--- src/hw/rtl/session_replay_counter_table_top_defines.svh ---
// ----------------------------------------------------------------------------
// session replay counter table: assertion macros
// Shared concurrent assertion shorthands, sampled on clk, off during reset.
// ----------------------------------------------------------------------------
`ifndef SESSION_REPLAY_COUNTER_TABLE_TOP_DEFINES_SVH
`define SESSION_REPLAY_COUNTER_TABLE_TOP_DEFINES_SVH

// same-cycle implication
`define SRCT_ASSERT_IMP(lbl, ante, cons) \
    lbl: assert property (@(posedge clk) disable iff (!rst_n) (ante) |-> (cons)) \
        else $error("srct assertion failed");

// next-cycle implication
`define SRCT_ASSERT_NXT(lbl, ante, cons) \
    lbl: assert property (@(posedge clk) disable iff (!rst_n) (ante) |=> (cons)) \
        else $error("srct assertion failed");

`endif

--- src/hw/rtl/srct_pkg.sv ---
`timescale 1ns / 1ps
// ----------------------------------------------------------------------------
// srct_pkg
// Types and constants shared by the replay counter table cells and top level.
// ----------------------------------------------------------------------------
package srct_pkg;

    localparam int SESSION_SLOTS = 8;
    localparam int SID_W         = 16;
    localparam int CNT_W         = 32;
    localparam int OUTCOME_W     = 3;

    localparam logic [SID_W-1:0] SID_UNSECURED = '0;

    typedef enum logic [OUTCOME_W-1:0] {
        OUTCOME_UNSECURED = 3'd0,
        OUTCOME_ADVANCED  = 3'd1,
        OUTCOME_REPLAY    = 3'd2,
        OUTCOME_NEW       = 3'd3,
        OUTCOME_FULL      = 3'd4
    } outcome_t;

    // lookup token walking down the cell row
    typedef struct packed {
        logic             valid;
        logic [SID_W-1:0] sid;
        logic [CNT_W-1:0] cnt;
        logic             done;
        outcome_t         outcome;
    } token_t;

endpackage

--- src/hw/rtl/srct_cell.sv ---
`timescale 1ns / 1ps
// ----------------------------------------------------------------------------
// srct_cell
// One table entry: holds a session and its last counter, checks or claims
// the passing lookup token and hands it, registered, to the next cell.
// ----------------------------------------------------------------------------
module srct_cell (
    input  logic              clk,
    input  logic              rst_n,
    input  srct_pkg::token_t  tok_in,
    output srct_pkg::token_t  tok_out
);

    logic                        in_use_reg;
    logic                        in_use_next;
    logic [srct_pkg::SID_W-1:0]  session_reg;
    logic [srct_pkg::SID_W-1:0]  session_next;
    logic [srct_pkg::CNT_W-1:0]  count_reg;
    logic [srct_pkg::CNT_W-1:0]  count_next;
    srct_pkg::token_t            tok_reg;
    srct_pkg::token_t            tok_next;
    logic                        live;
    logic                        match;
    logic                        claim;
    logic                        advance;

    // match against a live entry, or claim this entry when it is free
    always_comb
    begin
        live    = tok_in.valid && !tok_in.done;
        match   = live && in_use_reg && (session_reg == tok_in.sid);
        claim   = live && !in_use_reg;
        advance = match && (tok_in.cnt > count_reg);
    end

    // token update
    always_comb
    begin
        tok_next = tok_in;
        if (match)
        begin
            tok_next.done    = 1'b1;
            tok_next.outcome = advance ? srct_pkg::OUTCOME_ADVANCED
                                       : srct_pkg::OUTCOME_REPLAY;
        end
        else if (claim)
        begin
            tok_next.done    = 1'b1;
            tok_next.outcome = srct_pkg::OUTCOME_NEW;
        end
    end

    // entry update
    always_comb
    begin
        in_use_next  = in_use_reg || claim;
        session_next = claim ? tok_in.sid : session_reg;
        count_next   = (claim || advance) ? tok_in.cnt : count_reg;
    end

    always_ff @(posedge clk or negedge rst_n)
    begin
        if (!rst_n)
        begin
            in_use_reg  <= 1'b0;
            session_reg <= '0;
            count_reg   <= '0;
            tok_reg     <= '0;
        end
        else
        begin
            in_use_reg  <= in_use_next;
            session_reg <= session_next;
            count_reg   <= count_next;
            tok_reg     <= tok_next;
        end
    end

    assign tok_out = tok_reg;

endmodule

--- src/hw/rtl/session_replay_counter_table_top.sv ---
`timescale 1ns / 1ps
// ----------------------------------------------------------------------------
// session_replay_counter_table_top
// Per-session message counter replay check built as a row of table cells.
// ----------------------------------------------------------------------------
//  channel | direction | handshake           | payload
//  in      | to block  | in_valid / in_stall | session, msg_count
//  out     | from block| out_valid/out_stall | accepted, outcome
//
//  a request walks the row of SESSION_SLOTS cells, one cell per cycle, and its
//  result then passes through the pending stage into the output register.
//  one request is in the row at a time; the next one is taken as soon as the
//  previous result has left the pending stage, even while out is stalled.
//  reset clears every entry at once; no clearing pass is needed.
// ----------------------------------------------------------------------------
`include "session_replay_counter_table_top_defines.svh"

module session_replay_counter_table_top #(
    parameter int SESSION_SLOTS = srct_pkg::SESSION_SLOTS
) (
    input  logic                              clk,
    input  logic                              rst_n,
    input  logic                              in_valid,
    output logic                              in_stall,
    input  logic [srct_pkg::SID_W-1:0]        session,
    input  logic [srct_pkg::CNT_W-1:0]        msg_count,
    output logic                              out_valid,
    input  logic                              out_stall,
    output logic                              accepted,
    output logic [srct_pkg::OUTCOME_W-1:0]    outcome
);

    srct_pkg::token_t     tok [SESSION_SLOTS+1];
    logic [SESSION_SLOTS:0] tok_valid_vec;
    logic                 in_take;
    logic                 pend_move;

    logic                 busy_reg;
    logic                 busy_next;
    logic                 pend_valid_reg;
    logic                 pend_valid_next;
    srct_pkg::outcome_t   pend_outcome_reg;
    srct_pkg::outcome_t   pend_outcome_next;
    logic                 out_valid_reg;
    logic                 out_valid_next;
    srct_pkg::outcome_t   out_outcome_reg;
    srct_pkg::outcome_t   out_outcome_next;

    assign in_stall = busy_reg;
    assign in_take  = in_valid && !busy_reg;

    // head token; the unsecured session is settled before the row
    always_comb
    begin
        tok[0].valid   = in_take;
        tok[0].sid     = session;
        tok[0].cnt     = msg_count;
        tok[0].done    = (session == srct_pkg::SID_UNSECURED);
        tok[0].outcome = srct_pkg::OUTCOME_UNSECURED;
    end

    // row of table cells
    for (genvar i = 0; i < SESSION_SLOTS; i++)
    begin : g_cell
        srct_cell u_cell (
            .clk     (clk),
            .rst_n   (rst_n),
            .tok_in  (tok[i]),
            .tok_out (tok[i+1])
        );
    end

    for (genvar j = 0; j <= SESSION_SLOTS; j++)
    begin : g_vld
        assign tok_valid_vec[j] = tok[j].valid;
    end

    assign pend_move = pend_valid_reg && (!out_valid_reg || !out_stall);

    // pending stage, output register and busy flag
    always_comb
    begin
        busy_next         = busy_reg;
        pend_valid_next   = pend_valid_reg;
        pend_outcome_next = pend_outcome_reg;
        out_valid_next    = out_valid_reg;
        out_outcome_next  = out_outcome_reg;

        if (out_valid_reg && !out_stall)
        begin
            out_valid_next = 1'b0;
        end
        if (pend_move)
        begin
            out_valid_next   = 1'b1;
            out_outcome_next = pend_outcome_reg;
            pend_valid_next  = 1'b0;
            busy_next        = 1'b0;
        end
        // token leaving the row without a decision found the table full
        if (tok[SESSION_SLOTS].valid)
        begin
            pend_valid_next   = 1'b1;
            pend_outcome_next = tok[SESSION_SLOTS].done ? tok[SESSION_SLOTS].outcome
                                                        : srct_pkg::OUTCOME_FULL;
        end
        if (in_take)
        begin
            busy_next = 1'b1;
        end
    end

    always_ff @(posedge clk or negedge rst_n)
    begin
        if (!rst_n)
        begin
            busy_reg       <= 1'b0;
            pend_valid_reg <= 1'b0;
            out_valid_reg  <= 1'b0;
        end
        else
        begin
            busy_reg       <= busy_next;
            pend_valid_reg <= pend_valid_next;
            out_valid_reg  <= out_valid_next;
        end
    end

    // result payload
    always_ff @(posedge clk)
    begin
        pend_outcome_reg <= pend_outcome_next;
        out_outcome_reg  <= out_outcome_next;
    end

    assign out_valid = out_valid_reg;
    assign outcome   = out_outcome_reg;
    assign accepted  = (out_outcome_reg != srct_pkg::OUTCOME_REPLAY);

    // checks
    `SRCT_ASSERT_IMP(a_one_token, 1'b1, $countones(tok_valid_vec) <= 1)
    `SRCT_ASSERT_NXT(a_take_busy, in_valid && !in_stall, busy_reg)
    `SRCT_ASSERT_NXT(a_pend_drain, pend_valid_reg && !out_valid_reg, out_valid_reg && !pend_valid_reg)

endmodule
--- config.mk ---
export PLATFORM = sky130hd
export DESIGN_NAME = session_replay_counter_table_top
export DESIGN_NICKNAME = d
export VERILOG_FILES = /design/src/hw/rtl/srct_pkg.sv /design/src/hw/rtl/srct_cell.sv /design/src/hw/rtl/session_replay_counter_table_top.sv
export VERILOG_INCLUDE_DIRS = /design/src /design/src/hw/rtl
export SDC_FILE = /design/constraint.sdc
export NUM_CORES = 1
export LEC_CHECK = 0
export BUFFER_PORTS_ARGS = -buffer_cell sky130_fd_sc_hd__buf_4
export CORE_MARGIN = 2
export CORE_UTILIZATION = 55
export DETAILED_ROUTE_END_ITERATION = 10
export HOLD_SLACK_MARGIN = 0.02
export PLACE_DENSITY = 0.71
export SLEW_MARGIN = 10
export SYNTH_ARGS = -nofsm -noshare
export SYNTH_HDL_FRONTEND = slang
export SYNTH_SLANG_ARGS = --single-unit
--- constraint.sdc ---
create_clock -name clk -period 3.97 [get_ports clk]
set_input_delay 0 -clock clk [delete_from_list [all_inputs] [get_ports clk]]
set_output_delay 0 -clock clk [all_outputs]
set_load 0.05 [all_outputs]
; ---- Yosys cells after proc, flatten, opt, wreduce, memory -nomap -nowiden
; Cells that the tools add are included.
[word_totals]
reg_bits = 777
inputBits = 52
output_inout_bits = 6
[classes]
n_lt_le_gt_ge = 8
eq_ne = 9
muxes = 29
reduce_logical = 83
[op_table]
columns = op, n
row1 = $gt 32x32->1, 8
row2 = $eq 16x16->1, 8
row3 = $mux 4, 16
row4 = $logic_and 1x1->1, 43
row5 = $logic_not 1->1, 19
row6 = $logic_or 1x1->1, 17
row7 = $logic_not 16->1, 1
row8 = $mux 2, 8
row9 = $reduce_bool 2->1, 3
row10 = $mux 1, 5
row11 = $ne 3x2->1 const B, 1

; ---- Longest topological paths before layout
; Gate-level depths: netlist (run 1).
[logic_depth]
depth_word = 8
ltp_mapped = 11

; ---- Cells and area by module
; Synthesis (run 1) repeated with hierarchy kept, for this count alone.
[unflattened]
hier_cells = 4017
hier_area_um2 = 41098.2
[by_module_without_submodules]
columns = module, n_inst, cells_each, area_each_um2, seq_area_each_um2
row1 = srct_cell, 8, 499, 5092.4, 2552.4
row2 = session_replay_counter_table_top, 1, 25, 359.1, 255.2

; ---- Worst setup path after synthesis (run 1)
; No wires, ideal clock.
[synth_path]
path_type = register to register
from = register g_cell[3].u_cell.tok_reg, in the netlist g_cell[3].u_cell.tok_out[9]
to = register g_cell[4].u_cell.count_reg[10] in the netlist's numbering
setup_time_ns = 0.125
arrival_ns = 2.460
required_ns = 3.845
slack_ns = 1.385
stages_incl_launch_ff = 10
synth_period_minus_slack_ns = 2.585
cell_sequence = dfrtp_1 > ha_1 > a21o_1 > nand3_1 > a211oi_1 > or4_4 > a221oi_4 > o21bai_2 > buf_6 > mux2_4
[synth_via]
elab_chain_cells = 3
[synth_lines]
columns = element, line
row1 = "start, declared", srct_cell.sv:20  ; srct_pkg::token_t tok_reg;
row2 = "start signal, assigned", srct_cell.sv:75  ; tok_reg <= tok_next;
row3 = $gt 32x32->1, srct_cell.sv:33  ; advance = match && (tok_in.cnt > count_reg);
row4 = $logic_and 1x1->1, srct_cell.sv:33
row5 = $logic_or 1x1->1, srct_cell.sv:58  ; count_next = (claim || advance) ? tok_in.cnt : count_reg;
row6 = "end signal, assigned", srct_cell.sv:74  ; count_reg <= count_next;
row7 = "end, declared", srct_cell.sv:18  ; logic [srct_pkg::CNT_W-1:0] count_reg;
; No other way between the ends.
; A chain may end at the register's enable or synchronous reset.

; ---- Worst setup path after layout (run 1)
[layout_path]
from = register g_cell[3].u_cell.tok_reg, in the netlist g_cell[3].u_cell.tok_out[19]
to = register g_cell[4].u_cell.count_reg[0] in the netlist's numbering
; Same word-level chain as after synthesis.

==> summary by stage, run 1 <==
Status
The run finished with clean final reports.

Synth
The library cell with the highest instance count after synthesis is sky130_fd_sc_hd__dfrtp_1. The top cell type by total area after synthesis is sky130_fd_sc_hd__dfrtp_1. During synthesis, Yosys emitted a total of 0 warnings.

The average footprint of a synthesized cell is 13.6 sq um. In the synthesized netlist, the number of instances is 2395. The share of Yosys cell area claimed by the top area cell type is 58.5%. The number of enable-type register cells in the synthesized netlist is 6. The net count of the mapped netlist is 2703. The count of unique library cells instantiated by Yosys is 55.

The mapped netlist covers around 33000 sq um. In the post-synthesis netlist, the biggest area contributors are sky130_fd_sc_hd__dfrtp_1, sky130_fd_sc_hd__mux2_2, sky130_fd_sc_hd__ha_1. The area fraction in compound gates after synthesis is between 4 and 5%. After Yosys synthesis, full adders, half adders and majority gates account for 9.82% of the synthesized area. The most instantiated flip-flop cell in the synthesis netlist is sky130_fd_sc_hd__dfrtp_1. Of the post-synthesis cell area, the part taken by muxes is 13.6%. The share of the Yosys chip area taken by registers is 59.1%.

Counting flops with an async set or reset pin after synthesis yields a share of 99.2%. The commonest cells after synthesis are sky130_fd_sc_hd__dfrtp_1, sky130_fd_sc_hd__mux2_2, sky130_fd_sc_hd__inv_1, sky130_fd_sc_hd__ha_1, sky130_fd_sc_hd__a21oi_1. The synthesized-area fraction occupied by xor and xnor cells is 3.44%. The fraction of the mapped netlist area in simple logic gates is 5.64%.

After synthesis, the largest family of logic cells by area is multiplexers. After synthesis the netlist holds a flip-flop and latch count of a little under 800.

Final layout
The layout filler cell count is about 4300. The register with the most flip-flops in the layout has between 300 and 400 of them. The number of non-filler instances in the completed layout is roughly 3400. Of the cells placed in the final design, the portion with a size suffix greater than 1 is 22.8%. The final net count is 2901. From synthesis to final layout, the design area changed by 14.7%.

Placed design
The routability congestion estimate is 0.865. OpenSTA, run right after detailed placement, puts the worst setup slack at 0.739 ns. The total placed cells including tap cells is approximately 3200.

Buffers placed on the I/O ports in this run total 57. Detailed placement ended at an HPWL of 39.3 mm.

Clock tree
The clock tree from TritonCTS is done. No sink is reached through more buffers than the 3 on the longest clock path. The level count of the clock H-tree is 3. The buffer cell driving the clock tree root is sky130_fd_sc_hd__clkbuf_16. Buffers inserted to repair hold after CTS numbered 77. In this run the post-CTS setup repair buffer count came out at 0. After clock tree synthesis, the clock-pin slew on the worst setup and hold paths is 0.06 ns. For the worst-skew pair, the clock arrives at the later sink with an insertion delay of approximately 0.62 ns.

The number of buffers created by CTS is 78. The tree built by TritonCTS fans out to about 770 sinks. The total of cells resized after clock tree synthesis is 0.

Setup path
The worst register-to-register path begins at g_cell[3].u_cell.tok_out[19]. The element type at the critical path start is a flop. The kind of end point of the critical path is a flop.

The worst register-to-register path has a depth of 9. In this run the worst path has a maximum fanout of 32. The data required time at the worst endpoint is 4.47 ns. The worst register-to-register path ends at g_cell[4].u_cell.count_reg[0]. The kind of critical path is reg2reg. In this run the worst setup path begins at g_cell[3].u_cell.tok_out[19]. In this run the worst setup path terminates at g_cell[4].u_cell.count_reg[0]. The arrival time of data at the critical path endpoint is 3.72 ns.

For flop-to-flop paths, the worst setup slack is 0.75 ns.

Routing
The via count normalized by instance count is 5.30. The routed layout has 18200 vias. Dividing the detail-routed wire length by the instance count gives 16.2 um. The first detailed-routing pass took 5 iterations.

The routed wire length is between 50 and 60 mm. In this run, the number of DRC markers left after iteration 0 of detailed routing was 845. After detailed routing, the number of remaining DRC violations is 0. The remaining number of nets flagged by the antenna check after routing is 0.

Power
IR analysis of the VDD net gives a maximum drop of 0.000447 V. In this run switching power makes up 28.2% of total power. The portion of total power attributed to combinational logic is a little under a quarter. The power density over the cells is 630 nW/um^2.

The analysis attributes to net switching a power of ~6.6 mW. The internal power is about 17 mW. Registers are responsible for 45.9% of the overall power. The relative contribution of the clock network to total power is 30.5%. The leakage power is approximately 17 nW.

Floorplanning
The cell row count is slightly below 90. The die span in y is 248 um. 58 I/O pins were placed. After floorplanning, the core was sized to cover 58800 sq um.

The starting density of the core is 55.5%. The full die area is 61300 sq um. The die span in x is 248 um.

STA
The worst-margin pin slew is 0.878 ns. The max-slew headroom at the worst pin is 41.1%. Based on the critical path, the design can be clocked at up to 0.311 GHz. Setup repair after global routing left no endpoint under its margin. The sum of negative setup slack is 0 ns. The number of endpoints with negative hold slack in the final report was 0. Setup violations remaining at the end of the flow were counted as 0.

On the final layout, the worst clock skew is 0.0203 ns. The time the final worst path needs with I/O delays and setup is 3.22 ns. The portion of the clock cycle consumed by the worst path in the final layout is between 80 and 90%.

The max-slew violation count was 0. Final hold analysis gives a worst-case slack of 0.0246 ns. After layout, the worst setup slack is 0.751 ns.

Global routing
The number of global-route vias before repair is 19400. The first global-routing pass estimated 94.6 mm of wire. The all-layer global routing usage is 19.2%. The largest net degree at the start of global routing is 111. The remaining global-route overflow is 0. The number of antenna violations at the first check in global routing came to 0.

Run
The max-cap check violation count is 0.

Min path
The worst hold-check path type is in2async.
-- critical path, stage by stage (launching register included) --
cell and delay [ns]:
sky130_fd_sc_hd__dfrtp_1 0.41, sky130_fd_sc_hd__ha_1 0.33, sky130_fd_sc_hd__nand4_1 0.16, sky130_fd_sc_hd__nor3_1 0.54
sky130_fd_sc_hd__a21boi_1 0.28, sky130_fd_sc_hd__or4_4 0.20, sky130_fd_sc_hd__a221oi_4 0.09, sky130_fd_sc_hd__o21bai_4 0.17
sky130_fd_sc_hd__buf_4 0.50, sky130_fd_sc_hd__mux2_2 0.40
-- cells in the final DEF (no fill, tap or decap), types with 5 or more instances in the layout --
master / count
sky130_fd_sc_hd__o21ai_0: 32
sky130_fd_sc_hd__clkbuf_16: 79
sky130_fd_sc_hd__edfxtp_1: 6
sky130_fd_sc_hd__o211ai_1: 10
sky130_fd_sc_hd__o311a_1: 6
sky130_fd_sc_hd__clkbuf_8: 18
sky130_fd_sc_hd__nand4_1: 83
sky130_fd_sc_hd__a211oi_1: 6
sky130_fd_sc_hd__xnor2_1: 80
sky130_fd_sc_hd__dfrtp_1: 763
sky130_fd_sc_hd__or2_2: 8
sky130_fd_sc_hd__nor2b_1: 33
sky130_fd_sc_hd__or3_1: 8
sky130_fd_sc_hd__nand2b_1: 8
sky130_fd_sc_hd__clkinv_2: 16
sky130_fd_sc_hd__mux2_2: 336
sky130_fd_sc_hd__clkbuf_1: 14
sky130_fd_sc_hd__nor2_1: 39
sky130_fd_sc_hd__a21oi_1: 98
sky130_fd_sc_hd__o31a_1: 8
sky130_fd_sc_hd__a221oi_1: 7
sky130_fd_sc_hd__mux2_4: 30
sky130_fd_sc_hd__a21o_1: 37
sky130_fd_sc_hd__nand2_1: 49
sky130_fd_sc_hd__inv_1: 265
sky130_fd_sc_hd__nand3_1: 27
sky130_fd_sc_hd__buf_12: 7
sky130_fd_sc_hd__dlygate4sd3_1: 77
sky130_fd_sc_hd__nor4_1: 32
sky130_fd_sc_hd__ha_1: 256
sky130_fd_sc_hd__nor3_1: 10
sky130_fd_sc_hd__buf_4: 77
sky130_fd_sc_hd__xor2_1: 48
sky130_fd_sc_hd__mux2_1: 18
sky130_fd_sc_hd__nor4_2: 5
-- kinds of logic (layout without fill, tap and decap cells) --
family          count (synthesis)  after routing
fa+ha+maj                     256            256
mux                           384            384
buf+inv                       309            568
compound gates                226            226
other cells                     0              2
flops                         769            769
xor+xnor                      128            128
simple gates                  323            323
-- stage by stage --
stage	instance area [sq um]	power (mW)	utilization [%]
after CTS	37400	23.8	63.6
final	37400	23.6	63.6
after floorplan	32600	14.9	-
after detailed placement	34000	16.5	57.9
after global routing	37400	25.1	63.6
after global placement	34000	16.0	57.9
-- routing by layer --
layer / wire (um) / GRT usage (%) / vias to the layer above / share of wire (%)
met2: 27000 / 31.7 / 258 / 49
met5: 0 / 0 / - / 0
met4: 2300 / 8.82 / 0 / 4.1
met1: 24800 / 24.9 / 9070 / 45
li1: - / - / 8683 / -
met3: 1510 / 3.24 / 151 / 2.7
-- power groups by stage --
stage               sequential, mW  combinational, mW  clock (mW)
global placement              10.8               5.17           0
detailed placement            10.9               5.53           0
global route                  11.0               6.36        7.73
finish                        10.8               5.58        7.18
floorplan                     10.7               4.27           0
CTS                           10.8               5.64        7.37
-- layout make-up --
| type | instances | area, sq um | share of cell area [%] |
|---|---|---|---|
| clock inverters | 30 | 303 | 0.809 |
| multi-input cells | 1317 | 12100 | 32.3 |
| repair buffers | 162 | 1500 | 4.02 |
| diodes | 2 | 5.00 | 0.0134 |
| well taps | 773 | 967 | 2.59 |
| flip-flops and latches | 769 | 19300 | 51.5 |
| inverters | 265 | 995 | 2.66 |
| clock buffers | 111 | 2280 | 6.09 |
-- how the worst min path moves through the flow --
stage	startpoint	cells past startpoint	slack [ns]	end
2_1_floorplan	rst_n	0	-0.30	g_cell[0].u_cell.count_reg[0]
3_3_place_gp	rst_n	1	0.09	g_cell[7].u_cell.count_reg[9]
3_5_place_dp	rst_n	1	0.11	g_cell[7].u_cell.count_reg[13]
4_1_cts	msg_count[9]	2	0.02	g_cell[0].u_cell.tok_out[13]
5_1_grt	msg_count[9]	2	0.04	g_cell[0].u_cell.tok_out[13]
6_report	rst_n	2	0.02	g_cell[7].u_cell.count_reg[8]
(Power assumes the default switching activity.)
==> run 2, diff against run 1 <==
==> constraint.sdc (replaced) <==
create_clock -name clk -period 3.3 [get_ports clk]
set_input_delay 0 -clock clk [delete_from_list [all_inputs] [get_ports clk]]
set_output_delay 0 -clock clk [all_outputs]
set_load 0.05 [all_outputs]
==> summary by stage, run 2 (same netlist as run 1, synthesis figures left out) <==
Final layout
The final net count is 2909 (+0.28%). The end-of-flow core utilization came to 63.9% (+0.29 points). The layout filler cell count was 4327 (+0.046%). The number of non-filler instances in the completed layout is 3433 (+0.12%). The number of flip-flops under the largest register name is 368 (unchanged). Leaving out fill and tap cells, the most frequent cell in the layout is sky130_fd_sc_hd__dfrtp_1. The share of cells above drive strength 1 came to 23.2% (+0.33 points). In the layout the commonest cells are sky130_fd_sc_hd__dfrtp_1, sky130_fd_sc_hd__mux2_2, sky130_fd_sc_hd__inv_1. The post-route cell area is 37600 sq um (+0.46%). The layout overhead on the synthesized area is 15.2%.

Run
The max-cap check violation count is 0 (unchanged).

Routing
The via count normalized by instance count came to 5.33 (+0.72%). The total iterations of the first detailed-routing run was 5 (unchanged). The number of DRC markers after the initial detailed-route iteration is 821 (-2.8%). The average detailed-routed wire length per instance is 16.6 um (+2.2%). The remaining number of nets flagged by the antenna check after routing was 0 (unchanged). The routed wire length is 56.9 mm (+2.4%).

The total number of vias is 18300 (+0.84%). The final routed DRC violation total is 0 (unchanged).

Global routing
The met2 layer usage reported by global route is 33.3% (+1.5 points). The number of global-route vias before repair is 19900 (+2.5%). The met3 global-route usage came to 3.09% (-0.15 points).

The layer with the highest usage is met2. The all-layer global routing usage is 19.7% (+0.48 points). The number of antenna violations at the first check in global routing is 1 (+1). The first-pass GRT wire length came to 97.3 mm (+2.9%). The largest net degree at the start of global routing is 113 (+1.8%). The remaining global-route overflow is 0 (unchanged).

The fraction of met1 tracks used by global routing is 25.3% (+0.36 points).

STA
The max-slew headroom at the worst pin is 34.0% (-7.1 points). The time the final worst path needs with I/O delays and setup is 2.97 ns (-0.250 ns). The final setup violation count is 0 (unchanged).

The final setup skew is 0.0185 ns (-0.00189 ns). The max-slew violation count is 0 (unchanged). The minimum setup slack in the final design is 0.331 ns (-0.420 ns).

The maximum clock rate was 0.337 GHz (+8.4%). The number of endpoints with negative hold slack in the final report was 0 (unchanged). The smallest hold slack is 0.0505 ns (+0.0259 ns). The sum of negative setup slack is 0 ns (unchanged). Setup repair after global routing left no endpoint under its margin. The portion of the clock cycle consumed by the worst path in the final layout is 90.0% (+8.9 points).

The worst-margin pin slew came to 0.990 ns (+0.112 ns).

Setup path
The data required time at the worst endpoint came to 3.80 ns (-0.67 ns). STA classifies the critical path startpoint as a flop. The kind of end point of the critical path is a flop. The maximum fanout along the worst path was 21 (-34%). The arrival time of data at the critical path endpoint is 3.47 ns (-0.25 ns).

The kind of critical path is reg2reg.

Placed design
The total placed instance area was 34300 sq um (+0.82%). The routability congestion estimate came to 0.880 (+1.8%). The total placed cells including tap cells is 3231 (+0.69%). The count of port buffers added during placement is 57 (unchanged). The total half-perimeter wirelength after legalization and detailed placement is 40.0 mm (+1.6%). The worst-case setup slack after placement was 0.315 ns (-0.424 ns).

Floorplanning
The area inside the core boundary is 58800 sq um (unchanged). The die span in x was 248 um (unchanged). The starting density of the core came to 55.5% (unchanged).

The cell row count is 89 (unchanged). The full die area is 61300 sq um (unchanged). The die span in y was 248 um (unchanged).

The number of top-level pins is 58 (unchanged).

Clock tree
The number of sinks on the clock net is 769 (unchanged). The level count of the clock H-tree came to 3 (unchanged). The clock latency on the worst-skew pair was 0.61 ns (about the same). The clock tree from TritonCTS is done. The number of buffers created by CTS is 79 (+1.3%). The clock-pin slew of the registers on the worst-case setup and hold paths is 0.06 ns (about the same). The worst-case clock buffer depth is 3 (unchanged). The tree is rooted in a sky130_fd_sc_hd__clkbuf_16.

Power
The leakage power came to 17.5 nW (+0.47%). The sum of internal, switching and leakage power came to 28.6 mW (+21%). The power density over the cells is 760 nW/um^2 (+21%). The maximum vdd ir drop is 0.000486 V (+8.7%).

Status
The run finished with clean final reports.

Min path
In this run the worst hold path is classified as in2reg.
run 2: cell types whose count changed in the layout (fill, tap and decap cells not counted), moves of 2 or more:
cell / change
sky130_fd_sc_hd__clkbuf_16: +3
sky130_fd_sc_hd__clkinv_2: -10
sky130_fd_sc_hd__clkbuf_8: -3
sky130_fd_sc_hd__bufinv_16: +2
sky130_fd_sc_hd__buf_4: +13
sky130_fd_sc_hd__clkinv_8: -3
sky130_fd_sc_hd__clkinvlp_4: -2
sky130_fd_sc_hd__buf_12: +9
sky130_fd_sc_hd__dlygate4sd3_1: -15
sky130_fd_sc_hd__clkbuf_1: +10
run 2: path summary, 6_finish.rpt:
check	start	depth (start not counted)	slack [ns]	to
max	g_cell[3].u_cell.tok_out[19]	9	0.33	g_cell[4].u_cell.count_reg[0]
min	msg_count[21]	2	0.05	g_cell[0].u_cell.tok_out[25]
max reg2reg	g_cell[3].u_cell.tok_out[19]	9	0.33	g_cell[4].u_cell.count_reg[0]
min reg2reg	g_cell[3].u_cell.tok_out[52]	0	0.37	g_cell[4].u_cell.tok_out[52]
max in group asynchronous	rst_n	3	2.13	g_cell[7].u_cell.session_reg[13]
min in group asynchronous	rst_n	2	0.10	g_cell[7].u_cell.count_reg[8]
run 2: layer usage:
layer | up-vias | share of wire (%)
met5 | - | 0
met4 | 0 | 4.2
met3 | 150 | 2.5
met2 | 244 | 49
met1 | 9214 | 44
li1 | 8707 | -
run 2: final cells by class:
class / count / area, sq um / area share (%)
clock buffer: 121 / 2350 / 6.25
tap: 773 / 967 / 2.57
antenna: 1 / 2.50 / 0.00666
multi-input combinational: 1317 / 12100 / 32.1
inverter: 265 / 995 / 2.65
timing repair buffer: 169 / 1630 / 4.34
sequential: 769 / 19300 / 51.3
clock inverter: 18 / 279 / 0.743
run 2: timing repair:
action,in CTS,in global routing
buffers inserted,0,0
resized for setup,0,0
endpoints found under the setup margin,0,0
hold buffers,62,0
endpoints found under the hold margin,193,0
run 2: worst max-delay path, cell delays in order (launching register included):
cell and delay [ns]:
sky130_fd_sc_hd__dfrtp_1 0.41, sky130_fd_sc_hd__ha_1 0.33, sky130_fd_sc_hd__nand4_1 0.15, sky130_fd_sc_hd__nor3_1 0.53
sky130_fd_sc_hd__a21boi_1 0.24, sky130_fd_sc_hd__or4_4 0.17, sky130_fd_sc_hd__a221oi_4 0.09, sky130_fd_sc_hd__o21bai_4 0.32
sky130_fd_sc_hd__buf_12 0.24, sky130_fd_sc_hd__mux2_2 0.36
run 2: where the power goes:
part	internal, mW	switching (mW)
logic	3.61	3.12
clock network	5.31	3.53
registers	11.7	1.33
total	20.6	7.98
